$ cat src/design/hsvled_pkg.sv
package hsvled_pkg;

  // configuration register indexes
  localparam logic [2:0] RegPixelOrder = 3'd0;
  localparam logic [2:0] RegCodePair00 = 3'd1;
  localparam logic [2:0] RegCodePair01 = 3'd2;
  localparam logic [2:0] RegCodePair10 = 3'd3;
  localparam logic [2:0] RegCodePair11 = 3'd4;

  // pixel order codes
  localparam logic [1:0] OrderGrb  = 2'd0;
  localparam logic [1:0] OrderRgb  = 2'd1;
  localparam logic [1:0] OrderRgbw = 2'd2;

  // reset values of the code words
  localparam logic [7:0] CodePair00Rst = 8'd136;
  localparam logic [7:0] CodePair01Rst = 8'd140;
  localparam logic [7:0] CodePair10Rst = 8'd200;
  localparam logic [7:0] CodePair11Rst = 8'd204;

  // index of the last spi byte of a pixel
  localparam logic [3:0] LastByte3Ch = 4'd11;
  localparam logic [3:0] LastByte4Ch = 4'd15;

  localparam int unsigned QueueDepth = 2;

  // one converted pixel, channel bytes in emission order, first in [31:24]
  typedef struct packed {
    logic [31:0] chans;
    logic        rgbw;
    logic        last;
  } pix_word_t;

  // x mod 6 for an 8-bit value via reciprocal multiply (171/1024)
  function automatic logic [2:0] mod6(input logic [7:0] x);
    logic [15:0] p;
    logic [8:0]  q9;
    logic [8:0]  r;
    p  = {8'd0, x} * 16'd171;
    q9 = {3'd0, p[15:10]};
    r  = {1'b0, x} - q9 * 9'd6;
    return r[2:0];
  endfunction

endpackage

$ cat src/design/hsvled_front.sv
module hsvled_front (
  input  logic                   clk_i,
  input  logic                   rst_ni,
  input  logic                   in_valid_i,
  output logic                   in_ready_o,
  input  logic [15:0]            hue_i,
  input  logic [7:0]             saturation_i,
  input  logic [7:0]             brightness_i,
  input  logic                   last_pixel_i,
  input  logic [1:0]             pixel_order_i,
  output logic                   out_valid_o,
  input  logic                   out_ready_i,
  output hsvled_pkg::pix_word_t  out_word_o
);

  // stage 1: base product and slope product
  logic        v1_q, v1_d;
  logic [7:0]  val1_q;
  logic        grey1_q;
  logic [2:0]  sec1_q;
  logic [15:0] m1_q;
  logic [15:0] prod1_q;
  logic        last1_q;

  // stage 2: base level and raw slope
  logic        v2_q, v2_d;
  logic [7:0]  val2_q;
  logic        grey2_q;
  logic [2:0]  sec2_q;
  logic [7:0]  base2_q;
  logic [23:0] slope2_q;
  logic        last2_q;

  logic        rdy1, rdy2;
  logic [2:0]  sec_in;
  logic [8:0]  ramp;
  logic [16:0] prod_full;
  logic [16:0] tmp_a, tmp_b;
  logic [15:0] slope_mul;
  logic [24:0] slope_sum;
  logic [7:0]  slope_b, col_v, col_s, col_b, white, red, green, blue;
  logic        rgbw;

  assign rdy2       = !v2_q || out_ready_i;
  assign rdy1       = !v1_q || rdy2;
  assign in_ready_o = rdy1;

  assign sec_in    = hsvled_pkg::mod6(hue_i[15:8]);
  assign ramp      = sec_in[0] ? {1'b0, hue_i[7:0]} : (9'd256 - {1'b0, hue_i[7:0]});
  assign prod_full = {9'd0, saturation_i} * {8'd0, ramp};

  assign v1_d = rdy1 ? in_valid_i : v1_q;
  assign v2_d = rdy2 ? v1_q : v2_q;

  always_ff @(posedge clk_i or negedge rst_ni) begin
    if (!rst_ni) begin
      v1_q <= 1'b0;
      v2_q <= 1'b0;
    end else begin
      v1_q <= v1_d;
      v2_q <= v2_d;
    end
  end

  always_ff @(posedge clk_i) begin
    if (rdy1 && in_valid_i) begin
      val1_q  <= brightness_i;
      grey1_q <= (saturation_i == 8'd0);
      sec1_q  <= sec_in;
      m1_q    <= {8'd0, brightness_i} * {8'd0, 8'd255 - saturation_i};
      prod1_q <= prod_full[15:0];
      last1_q <= last_pixel_i;
    end
  end

  assign tmp_a     = {1'b0, m1_q} + 17'd1;
  assign tmp_b     = tmp_a + (tmp_a >> 8);
  assign slope_mul = 16'hff00 - prod1_q;

  always_ff @(posedge clk_i) begin
    if (rdy2 && v1_q) begin
      val2_q   <= val1_q;
      grey2_q  <= grey1_q;
      sec2_q   <= sec1_q;
      base2_q  <= tmp_b[15:8];
      slope2_q <= {16'd0, val1_q} * {8'd0, slope_mul};
      last2_q  <= last1_q;
    end
  end

  // stage 2 output: slope rounding, white extraction, grey, sextant and order mux
  assign rgbw      = (pixel_order_i == hsvled_pkg::OrderRgbw);
  assign slope_sum = {1'b0, slope2_q} + {9'd0, slope2_q[23:8]} + {17'd0, val2_q};
  assign slope_b   = slope_sum[23:16];

  always_comb begin
    col_v = val2_q;
    col_s = slope_b;
    col_b = base2_q;
    white = 8'd0;
    if (rgbw) begin
      white = base2_q;
      col_v = val2_q - base2_q;
      col_s = slope_b - base2_q;
    end
    case (sec2_q)
      3'd0:    begin red = col_v; green = col_s; blue = col_b; end
      3'd1:    begin red = col_s; green = col_v; blue = col_b; end
      3'd2:    begin red = col_b; green = col_v; blue = col_s; end
      3'd3:    begin red = col_b; green = col_s; blue = col_v; end
      3'd4:    begin red = col_s; green = col_b; blue = col_v; end
      default: begin red = col_v; green = col_b; blue = col_s; end
    endcase
    if (grey2_q) begin
      if (rgbw) begin
        white = val2_q;
        red   = 8'd0;
      end else begin
        red   = val2_q;
      end
      green = red;
      blue  = red;
    end
  end

  assign out_valid_o     = v2_q;
  assign out_word_o.chans = (pixel_order_i == hsvled_pkg::OrderGrb) ?
                            {green, red, blue, white} : {red, green, blue, white};
  assign out_word_o.rgbw  = rgbw;
  assign out_word_o.last  = last2_q;

endmodule

$ cat src/design/hsvled_queue.sv
module hsvled_queue #(
  parameter int unsigned Depth = hsvled_pkg::QueueDepth
) (
  input  logic                            clk_i,
  input  logic                            rst_ni,
  input  logic                            push_i,
  input  hsvled_pkg::pix_word_t           wdata_i,
  input  logic                            pop_i,
  output hsvled_pkg::pix_word_t           rdata_o,
  output logic                            full_o,
  output logic                            empty_o,
  output logic [$clog2(Depth+1)-1:0]      level_o
);

  localparam int unsigned PtrW = (Depth > 1) ? $clog2(Depth) : 1;
  localparam int unsigned CntW = $clog2(Depth + 1);

  hsvled_pkg::pix_word_t mem_q [Depth];
  logic [PtrW-1:0] wr_ptr_q, wr_ptr_d, rd_ptr_q, rd_ptr_d;
  logic [CntW-1:0] cnt_q, cnt_d;
  logic            do_push, do_pop;

  assign full_o  = (cnt_q == CntW'(Depth));
  assign empty_o = (cnt_q == '0);
  assign level_o = cnt_q;
  assign do_push = push_i && !full_o;
  assign do_pop  = pop_i && !empty_o;
  assign rdata_o = mem_q[rd_ptr_q];

  always_comb begin
    wr_ptr_d = wr_ptr_q;
    rd_ptr_d = rd_ptr_q;
    cnt_d    = cnt_q;
    if (do_push) begin
      wr_ptr_d = (wr_ptr_q == PtrW'(Depth - 1)) ? '0 : wr_ptr_q + 1'b1;
    end
    if (do_pop) begin
      rd_ptr_d = (rd_ptr_q == PtrW'(Depth - 1)) ? '0 : rd_ptr_q + 1'b1;
    end
    if (do_push && !do_pop) begin
      cnt_d = cnt_q + 1'b1;
    end else if (do_pop && !do_push) begin
      cnt_d = cnt_q - 1'b1;
    end
  end

  always_ff @(posedge clk_i or negedge rst_ni) begin
    if (!rst_ni) begin
      wr_ptr_q <= '0;
      rd_ptr_q <= '0;
      cnt_q    <= '0;
    end else begin
      wr_ptr_q <= wr_ptr_d;
      rd_ptr_q <= rd_ptr_d;
      cnt_q    <= cnt_d;
    end
  end

  always_ff @(posedge clk_i) begin
    if (do_push) begin
      mem_q[wr_ptr_q] <= wdata_i;
    end
  end

endmodule

$ cat src/design/hsvled_back.sv
module hsvled_back (
  input  logic                   clk_i,
  input  logic                   rst_ni,
  input  logic                   word_valid_i,
  input  hsvled_pkg::pix_word_t  word_i,
  output logic                   word_take_o,
  input  logic [3:0][7:0]        codes_i,
  output logic                   empty_o,
  input  logic                   pop_i,
  output logic [7:0]             spi_byte_o,
  output logic                   pixel_end_o,
  output logic                   frame_end_o
);

  logic        act_q;
  logic [31:0] sh_q;
  logic [3:0]  cnt_q;
  logic        rgbw_q, last_q;
  logic        out_v_q;
  logic [7:0]  byte_q;
  logic        pe_q, fe_q;
  logic        adv, last_byte, load;

  assign last_byte   = (cnt_q == (rgbw_q ? hsvled_pkg::LastByte4Ch : hsvled_pkg::LastByte3Ch));
  assign adv         = act_q && (!out_v_q || pop_i);
  assign load        = word_valid_i && (!act_q || (adv && last_byte));
  assign word_take_o = load;

  always_ff @(posedge clk_i or negedge rst_ni) begin
    if (!rst_ni) begin
      act_q   <= 1'b0;
      out_v_q <= 1'b0;
      cnt_q   <= '0;
    end else begin
      if (adv) begin
        out_v_q <= 1'b1;
      end else if (pop_i) begin
        out_v_q <= 1'b0;
      end
      if (load) begin
        act_q <= 1'b1;
        cnt_q <= '0;
      end else if (adv) begin
        cnt_q <= cnt_q + 1'b1;
        if (last_byte) begin
          act_q <= 1'b0;
        end
      end
    end
  end

  always_ff @(posedge clk_i) begin
    if (adv) begin
      byte_q <= codes_i[sh_q[31:30]];
      pe_q   <= last_byte;
      fe_q   <= last_byte && last_q;
    end
    if (load) begin
      sh_q   <= word_i.chans;
      rgbw_q <= word_i.rgbw;
      last_q <= word_i.last;
    end else if (adv) begin
      sh_q   <= {sh_q[29:0], 2'b00};
    end
  end

  assign empty_o     = !out_v_q;
  assign spi_byte_o  = byte_q;
  assign pixel_end_o = pe_q;
  assign frame_end_o = fe_q;

endmodule

$ cat src/design/hsv_pixel_to_led_bitstream.sv
// hsv pixel to led bitstream encoder
// input side is a queue: drive hue_i/saturation_i/brightness_i/last_pixel_i
// and raise push; the word is taken on a clock edge with push high and full low
// output side is a queue: while empty is low the oldest spi byte sits on
// spi_byte_o with pixel_end_o/frame_end_o; raise pop to take it
// each pixel gives 12 spi bytes (grb, rgb) or 16 (rgbw), msb pair first,
// one byte per cycle from the serializer shift register while pop keeps up
// path: the color pipeline stages, the word queue, the serializer shift
// register, then the registered output byte
// the front takes a new pixel every cycle until the queue fills
// when pop stays low the output byte holds, the serializer stops, the queue
// fills and full rises once the two pipeline stages are also occupied
// reset (rst_ni low, async) empties pipeline, queue and serializer and
// restores pixel_order and code words to defaults
// config (cfg_we_i, cfg_index_i, cfg_data_i) may be written only while idle
module hsv_pixel_to_led_bitstream #(
  parameter int unsigned QueueDepth = hsvled_pkg::QueueDepth
) (
  input  logic        clk_i,
  input  logic        rst_ni,
  input  logic        push,
  output logic        full,
  input  logic [15:0] hue_i,
  input  logic [7:0]  saturation_i,
  input  logic [7:0]  brightness_i,
  input  logic        last_pixel_i,
  output logic        empty,
  input  logic        pop,
  output logic [7:0]  spi_byte_o,
  output logic        pixel_end_o,
  output logic        frame_end_o,
  input  logic        cfg_we_i,
  input  logic [2:0]  cfg_index_i,
  input  logic [7:0]  cfg_data_i
);

  // configuration registers
  logic [1:0]      pixel_order_q;
  logic [3:0][7:0] codes_q;

  always_ff @(posedge clk_i or negedge rst_ni) begin
    if (!rst_ni) begin
      pixel_order_q <= hsvled_pkg::OrderGrb;
      codes_q[0]    <= hsvled_pkg::CodePair00Rst;
      codes_q[1]    <= hsvled_pkg::CodePair01Rst;
      codes_q[2]    <= hsvled_pkg::CodePair10Rst;
      codes_q[3]    <= hsvled_pkg::CodePair11Rst;
    end else if (cfg_we_i) begin
      case (cfg_index_i)
        hsvled_pkg::RegPixelOrder: pixel_order_q <= cfg_data_i[1:0];
        hsvled_pkg::RegCodePair00: codes_q[0]    <= cfg_data_i;
        hsvled_pkg::RegCodePair01: codes_q[1]    <= cfg_data_i;
        hsvled_pkg::RegCodePair10: codes_q[2]    <= cfg_data_i;
        hsvled_pkg::RegCodePair11: codes_q[3]    <= cfg_data_i;
        default: ;
      endcase
    end
  end

  // front: color conversion pipeline
  logic                  front_rdy;
  logic                  front_v;
  hsvled_pkg::pix_word_t front_word;

  // word queue between front and back
  logic                            q_full, q_empty, q_take;
  hsvled_pkg::pix_word_t           q_word;
  logic [$clog2(QueueDepth+1)-1:0] q_level;

  assign full = !front_rdy;

  hsvled_front u_front (
    .clk_i         (clk_i),
    .rst_ni        (rst_ni),
    .in_valid_i    (push),
    .in_ready_o    (front_rdy),
    .hue_i         (hue_i),
    .saturation_i  (saturation_i),
    .brightness_i  (brightness_i),
    .last_pixel_i  (last_pixel_i),
    .pixel_order_i (pixel_order_q),
    .out_valid_o   (front_v),
    .out_ready_i   (!q_full),
    .out_word_o    (front_word)
  );

  hsvled_queue #(
    .Depth (QueueDepth)
  ) u_queue (
    .clk_i   (clk_i),
    .rst_ni  (rst_ni),
    .push_i  (front_v),
    .wdata_i (front_word),
    .pop_i   (q_take),
    .rdata_o (q_word),
    .full_o  (q_full),
    .empty_o (q_empty),
    .level_o (q_level)
  );

  // back: serializer, one spi byte per cycle into the output register while pop keeps up
  hsvled_back u_back (
    .clk_i        (clk_i),
    .rst_ni       (rst_ni),
    .word_valid_i (!q_empty),
    .word_i       (q_word),
    .word_take_o  (q_take),
    .codes_i      (codes_q),
    .empty_o      (empty),
    .pop_i        (pop),
    .spi_byte_o   (spi_byte_o),
    .pixel_end_o  (pixel_end_o),
    .frame_end_o  (frame_end_o)
  );

  // queue level stays within its depth
  a_level_bound: assert property (@(posedge clk_i) disable iff (!rst_ni)
    q_level <= ($clog2(QueueDepth+1))'(QueueDepth))
    else $error("word queue level over depth");

  // serializer only takes a word that is there
  a_take_nonempty: assert property (@(posedge clk_i) disable iff (!rst_ni)
    q_take |-> !q_empty)
    else $error("serializer took from empty queue");

  // frame end only marks a pixel's last byte
  a_frame_on_pixel: assert property (@(posedge clk_i) disable iff (!rst_ni)
    (!empty && frame_end_o) |-> pixel_end_o)
    else $error("frame end without pixel end");

  // a full queue backs up into the front once stage two holds a pixel
  a_stall_chain: assert property (@(posedge clk_i) disable iff (!rst_ni)
    (front_v && q_full && !q_take) |=> front_v)
    else $error("pixel lost at queue input");

endmodule

$ cat config.mk
export PLATFORM = sky130hd
export DESIGN_NAME = hsv_pixel_to_led_bitstream
export DESIGN_NICKNAME = d
export VERILOG_FILES = /design/src/design/hsvled_pkg.sv /design/src/design/hsvled_front.sv /design/src/design/hsvled_queue.sv /design/src/design/hsvled_back.sv /design/src/design/hsv_pixel_to_led_bitstream.sv
export SDC_FILE = /design/constraint.sdc
export NUM_CORES = 1
export LEC_CHECK = 0
export ABC_AREA = 1
export BUFFER_PORTS_ARGS = -buffer_cell sky130_fd_sc_hd__buf_2
export CAP_MARGIN = 20
export CELL_PAD_IN_SITES_DETAIL_PLACEMENT = 2
export CELL_PAD_IN_SITES_GLOBAL_PLACEMENT = 2
export CORE_MARGIN = 3
export CORE_UTILIZATION = 33
export DETAILED_ROUTE_END_ITERATION = 12
export MAX_ROUTING_LAYER = met4
export PLACE_DENSITY = 0.79
export SLEW_MARGIN = 5
export SYNTH_ARGS = -nofsm -noshare
export SYNTH_HDL_FRONTEND = slang
export SYNTH_SLANG_ARGS = --single-unit
$ cat constraint.sdc
create_clock -name clk_i -period 6.6 [get_ports clk_i]
set_input_delay 0.66 -clock clk_i [delete_from_list [all_inputs] [get_ports clk_i]]
set_output_delay 0.66 -clock clk_i [all_outputs]
set_load 0.05 [all_outputs]
## After elaboration in Yosys (flattened, before gate mapping)

Memories as Yosys holds them, arrays and structs flattened.
Index checks and enable logic that the tools add are counted.

| word-level totals | value |
|---|---|
| memories kept | 1 |
| logic and storage cells | 140 |
| RAM bits | 68 |
| output and inout bits | 12 |
| bits in registers | 180 |

| cells by class | value |
|---|---|
| multipliers | 5 |
| add/subtract/negate cells | 15 |
| order comparisons | 1 |
| eq/ne operators | 11 |
| reductions and logical operators | 44 |
| multiplexer cells | 32 |

Memories:

| name | words | width | rd ports | clocked after Yosys merged registers in | wr ports | line | RTL |
|---|---|---|---|---|---|---|---|
| u_queue.mem_q | 2 | 34 | 1 | 0 | 1 | hsvled_queue.sv:18 | `hsvled_pkg::pix_word_t mem_q [Depth];` |

Operators by type and width:

| kind | count |
|---|---|
| $mux 32 | 3 |
| $mux 8 | 10 |
| $pmux 8 s2 | 3 |
| $add 24x16->24 | 1 |
| $add 24x8->24 | 1 |
| $mul 8x16->24 | 1 |
| $add 16x1->17 const B | 1 |
| $add 16x9->16 | 1 |
| $bmux 8 s2 | 1 |
| $mul 8x8->16 | 1 |
| $mul 8x8->16 const B | 1 |
| $mul 8x9->16 | 1 |
| $sub 16x16->16 const A | 1 |
| $sub 8x8->8 | 2 |
| $eq 3x2->1 const B | 4 |
| $reduce_and 2->1 | 6 |
| $reduce_or 2->1 | 6 |
| $logic_and 1x1->1 | 10 |
| $logic_not 1->1 | 9 |
| $mux 1 | 9 |
| $mux 9 | 1 |
| $sub 9x8->9 const A | 1 |
| $logic_not 8->1 | 1 |
| $mux 4 | 2 |
| other kinds (18) | 31 |

## Depth between registers and ports, before layout

| depth | value |
|---|---|
| depth in word-level cells | 10 |
| gate-level depth with buffers | 32 |
| mapped depth without buffers | 32 |

## Modules after synthesis

Synthesis repeated with hierarchy kept, for this count alone.

| second synthesis, totals | value |
|---|---|
| cells, all modules | 2730 |
| area, all modules | 22670.5 µm² |

Modules (own cells, without submodules):

| module | cells each | times used | area an instance (µm²) |
|---|---|---|---|
| hsvled_front | 2125 | 1 | 16229.3 |
| hsvled_queue | 209 | 1 | 2711.4 |
| hsvled_back | 235 | 1 | 2319.7 |
| hsv_pixel_to_led_bitstream | 161 | 1 | 1410.1 |

## Worst setup path before layout

OpenSTA, ideal clock, no wires.

| timing | value |
|---|---|
| kind | input to register |
| from | in hue_i[0] |
| to | reg u_front.prod1_q[14] (data pin) |
| cell stages on the path | 22 |
| setup time | 258 ps |
| data required time | 6342 ps |
| arrival time | 5239 ps |
| slack | 1103 ps |
| cell sequence | clkbuf_1 inv_1 ha_1 nor2_1 xor2_1 or2_2 fa_1 fa_1 inv_1 fa_1 inv_1 fa_1 inv_1 ha_1 a21oi_1 o21ai_0 a21oi_1 o21ai_0 a21oi_1 nor2_1 nor2_1 xnor2_1 |

| between the ends | value |
|---|---|
| longest elaborated chain between the ends | 3 |

RTL lines:

| element | line | RTL |
|---|---|---|
| start: declaration | hsv_pixel_to_led_bitstream.sv:23 | `input logic [15:0] hue_i,` |
| $sub 9x8->9 | hsvled_front.sv:49 | `assign ramp = sec_in[0] ? {1'b0, hue_i[7:0]} : (9'd256 - {1'b0, hue_i[7:0]});` |
| $mux 9 (*) | hsvled_front.sv:49 |  |
| $mul 8x9->16 (*) | hsvled_front.sv:50 | `assign prod_full = {9'd0, saturation_i} * {8'd0, ramp};` |
| named net u_front.prod_full[14] | hsvled_front.sv:37 | `logic [16:0] prod_full;` |
| end signal: assignment | hsvled_front.sv:71 | `prod1_q <= prod_full[15:0];` |
| end: declaration | hsvled_front.sv:22 | `logic [15:0] prod1_q;` |

Mark *: on every way through the listed nets, which the timed path passes. The rest lies on a longest branch.
A chain may end at the register's enable or synchronous reset.

## Final worst setup path

| timing | value |
|---|---|
| from | reg u_front.prod1_q[0] |
| to | reg u_front.slope2_q[22] (data pin) |

| between the ends | value |
|---|---|
| longest elaborated chain between the ends | 2 |

RTL lines:

| element | line | RTL |
|---|---|---|
| $sub 16x16->16 | hsvled_front.sv:78 | `assign slope_mul = 16'hff00 - prod1_q;` |
| $mul 8x16->24 | hsvled_front.sv:86 | `slope2_q <= {16'd0, val1_q} * {8'd0, slope_mul};` |
| end signal: assignment | hsvled_front.sv:86 |  |
| end: declaration | hsvled_front.sv:31 | `logic [23:0] slope2_q;` |

Every way passes these cells.

==> reports/results.tsv <==
stage	metric	value	unit
min_path	Worst Hold Class	input pin to asynchronous set/reset pin	
sta	Max Transition Viols Final	0	
logic_synthesis	EDFF count, synth	202	
logic_synthesis	Avg Inst Size Synth	8.56	um^2
clock_tree	CTS Sinks	248	
worst_setup_path	most used cell, CP	fa_1	
place	number of port buffers	60	
worst_setup_path	Critical Path AT	6.57	ns
global_route	first-pass GRT wire length	110000	um
drt	total number of vias	17400	
final_layout	Nets	3052	
sta	final setup fails	0	
final_layout	Area Growth Syn to Fin	10.8	%
logic_synthesis	Net Count, Synth	2989	
final_layout	share of cells above drive strength 1	7.27	%
worst_setup_path	origin of the worst setup path	u_front.prod1_q[0]	
logic_synthesis	most frequent cells after synthesis	nand2_1, inv_1, nor2_1	
logic_synthesis	post-synthesis cell type count	56	
logic_synthesis	Mapped Area	22000	um^2
global_route	initial antenna violation count	0	
worst_setup_path	worst path bufs/invs	3	
logic_synthesis	cell taking the most area after synthesis	edfxtp_1	
final_layout	Inserted Diodes	0	
logic_synthesis	sequential-to-total area share from yosys stat	32.9	%
worst_setup_path	crit path max-delay cell type	fa_1	
global_route	largest net degree at the start of global routing	67	
logic_synthesis	YS warnings	0	
drt	DRT antenna net count	0	
global_route	grt ovf	0	
floorplan	FP Rows	93	
job	max cap viols	0	
logic_synthesis	Post-Syn Instances	2566	
floorplan	Die Y	264	um
place	Post-DP HPWL	54100	um
place	RePlAce Congestion	0.879	
sta	slew of the pin with the lowest slew margin	1.03	ns
clock_tree	total CTS buffers	30	
clock_tree	clock transition at the registers of the reported paths	0.07	ns
drt	vias per cell	4.97	
sta	f_max	160	MHz
sta	post-layout min period	6.24	ns
final_layout	final std cells w/o fill	3508	
global_route	Total GRT Usage	20.2	%
sta	setup slack after layout	0.359	ns
logic_synthesis	most common cell in the netlist	nand2_1	
drt	final WL	69200	um
floorplan	Starting Density	33.7	%
place	pre-CTS worst setup slack	0.310	ns
clock_tree	Max clock buf depth	3	
sta	Tcrit/Tclk final	94.6	%
clock_tree	CTS tree	built	
worst_setup_path	Worst EP required	6.93	ns
worst_setup_path	crit path kind	register to register	
worst_setup_path	CP max FO	5	
worst_setup_path	Top delay family on crit path	adder cells	
global_route	vias in the first global route	20400	
sta	Worst slew margin	31.4	%
drt	wire length per cell	19.7	um
floorplan	boundary pin count	61	
drt	1st-iter DRT viols	851	
logic_synthesis	Post-synth ARST share	18.5	%
worst_setup_path	Startpoint Class	register	
final_layout	Final Cell Area	24300	um^2
status	outcome	completed	
floorplan	Die W	264	um
sta	final hold slack	0.0763	ns
clock_tree	Root Buffer	clkbuf_16	
worst_setup_path	Crit path largest cell delay	0.58	ns
floorplan	core area	65200	um^2
sta	Final Hold Fails	0	
logic_synthesis	flops & latches, synth	248	
clock_tree	CTS H-tree lvls	1	
worst_setup_path	Reg-to-Reg Start	u_front.prod1_q[0]	
logic_synthesis	ranking of synthesized cells by area	edfxtp_1, fa_1, ha_1	
logic_synthesis	ys flop type	edfxtp_1	
drt	Pre-Repair DR Iteration Count	5	
clock_tree	clk_lat worst skew	0.60	ns
place	dpl cells	3446	
clock_tree	CTS Hold Buffers Added	0	
drt	# DRC	0	
worst_setup_path	CP endpoint kind	register	
place	cell area after placement	23200	um^2
logic_synthesis	Yosys top cell area share	27.6	%
sta	Setup Skew	0.0272	ns
floorplan	die footprint	69700	um^2
-- final cells by class --
cell class                      count  area [um^2]
Fill cell                        7381        40800
Multi-Input combinational cell   1770        12700
Sequential cell                   248         7230
Inverter                          499         1870
Tap cell                          855         1070
Clock buffer                       37          777
Timing Repair Buffer               80          515
Clock inverter                     19          196
-- final timing paths --
| path | endpoint | slack [ns] | cells past startpoint |
|---|---|---|---|
| max reg2reg | u_front.slope2_q[22] | 0.36 | 25 |
| max in group asynchronous | codes_q[26] | 5.91 | 2 |
| max | u_front.slope2_q[22] | 0.36 | 25 |
| min | codes_q[18] | 0.08 | 1 |
| min in group clk_i | u_front.last1_q | 0.25 | 1 |
| min reg2reg | u_front.last2_q | 0.43 | 0 |
-- metrics by stage --
stage | TNS, ns | util [%]
global placement | 0 | 35.7
floorplan | 0 | -
finish | 0 | 37.3
detailed placement | 0 | 35.7
global route | -0.0364 | 37.3
CTS | 0 | 37.2
-- state kept, by name, indices dropped and copies added, names as in the netlist, 4 cells and up --
name               cells
u_queue.mem_q         68
codes_q               32
u_back.sh_q           32
u_front.slope2_q      24
u_front.m1_q          16
u_front.prod1_q       16
u_back.spi_byte_o      8
u_front.base2_q        8
u_front.val1_q         8
u_front.val2_q         8
u_back.cnt_q           4
-- worst reg2reg max path, delay by kind of cell (launching register included) --
family	cells	cell delay, ns
XOR/XNOR	1	0.15
buffers and inverters	3	0.44
adder cells (fa/ha/maj)	5	2.32
AND/OR/NAND/NOR	11	1.68
AO/OA/AOI/OAI	5	0.99
flip-flops	1	0.41
-- what timing repair did --
action / 4_1_cts / 5_1_grt
buffers inserted: 0 / 2
gates resized for setup: 0 / 3
endpoints found under the hold margin: 0 / 0
setup endpoints to repair: 0 / 7
-- metal layers --
| layer | track usage (%) | vias up | part of all wire (%) | routed length [um] |
|---|---|---|---|---|
| li1 | - | 8224 | - | - |
| met1 | 22.1 | 8834 | 40 | 27600 |
| met2 | 38.4 | 250 | 54 | 37500 |
| met3 | 1.79 | 125 | 2.3 | 1570 |
| met4 | 6.45 | 0 | 3.6 | 2510 |
| met5 | - | - | 0 | 0 |
-- cell usage in the layout, fill, tap and decap left out, types with 8 or more instances in the layout --
cell type  Yosys  layout
nand2_1      581     580
inv_1        484     481
nor2_1       288     285
edfxtp_1     202     202
ha_1         193     193
fa_1         181     181
o21ai_0       99      99
a21oi_1       99      99
nand3_1       73      73
buf_2          7      60
xor2_1        54      53
xnor2_1       34      34
a31oi_1       34      34
dfrtp_1       34      34
clkbuf_16      0      30
nand4_1       22      22
buf_4          0      16
clkinv_1      10      15
or2_2         14      14
dfstp_2       12      12
nor3_1        11      11
nor2_2         6       9
o22ai_1        9       9
a22oi_1        9       9
inv_2          5       8
-- cell families (layout without fill, tap and decap cells) --
logic type      Yosys count  count (layout)  share of synthesized area (%)
compound gates          282             282                           7.16
xor+xnor                 92              92                           3.86
fa+ha+maj               374             374                           27.5
buf+inv                 548             635                           9.44
flops                   248             248                           32.9
simple gates           1022            1022                           19.1
Power is not shown: default switching activity piles up to over one toggle a cycle in this logic, so the estimate is an artifact.
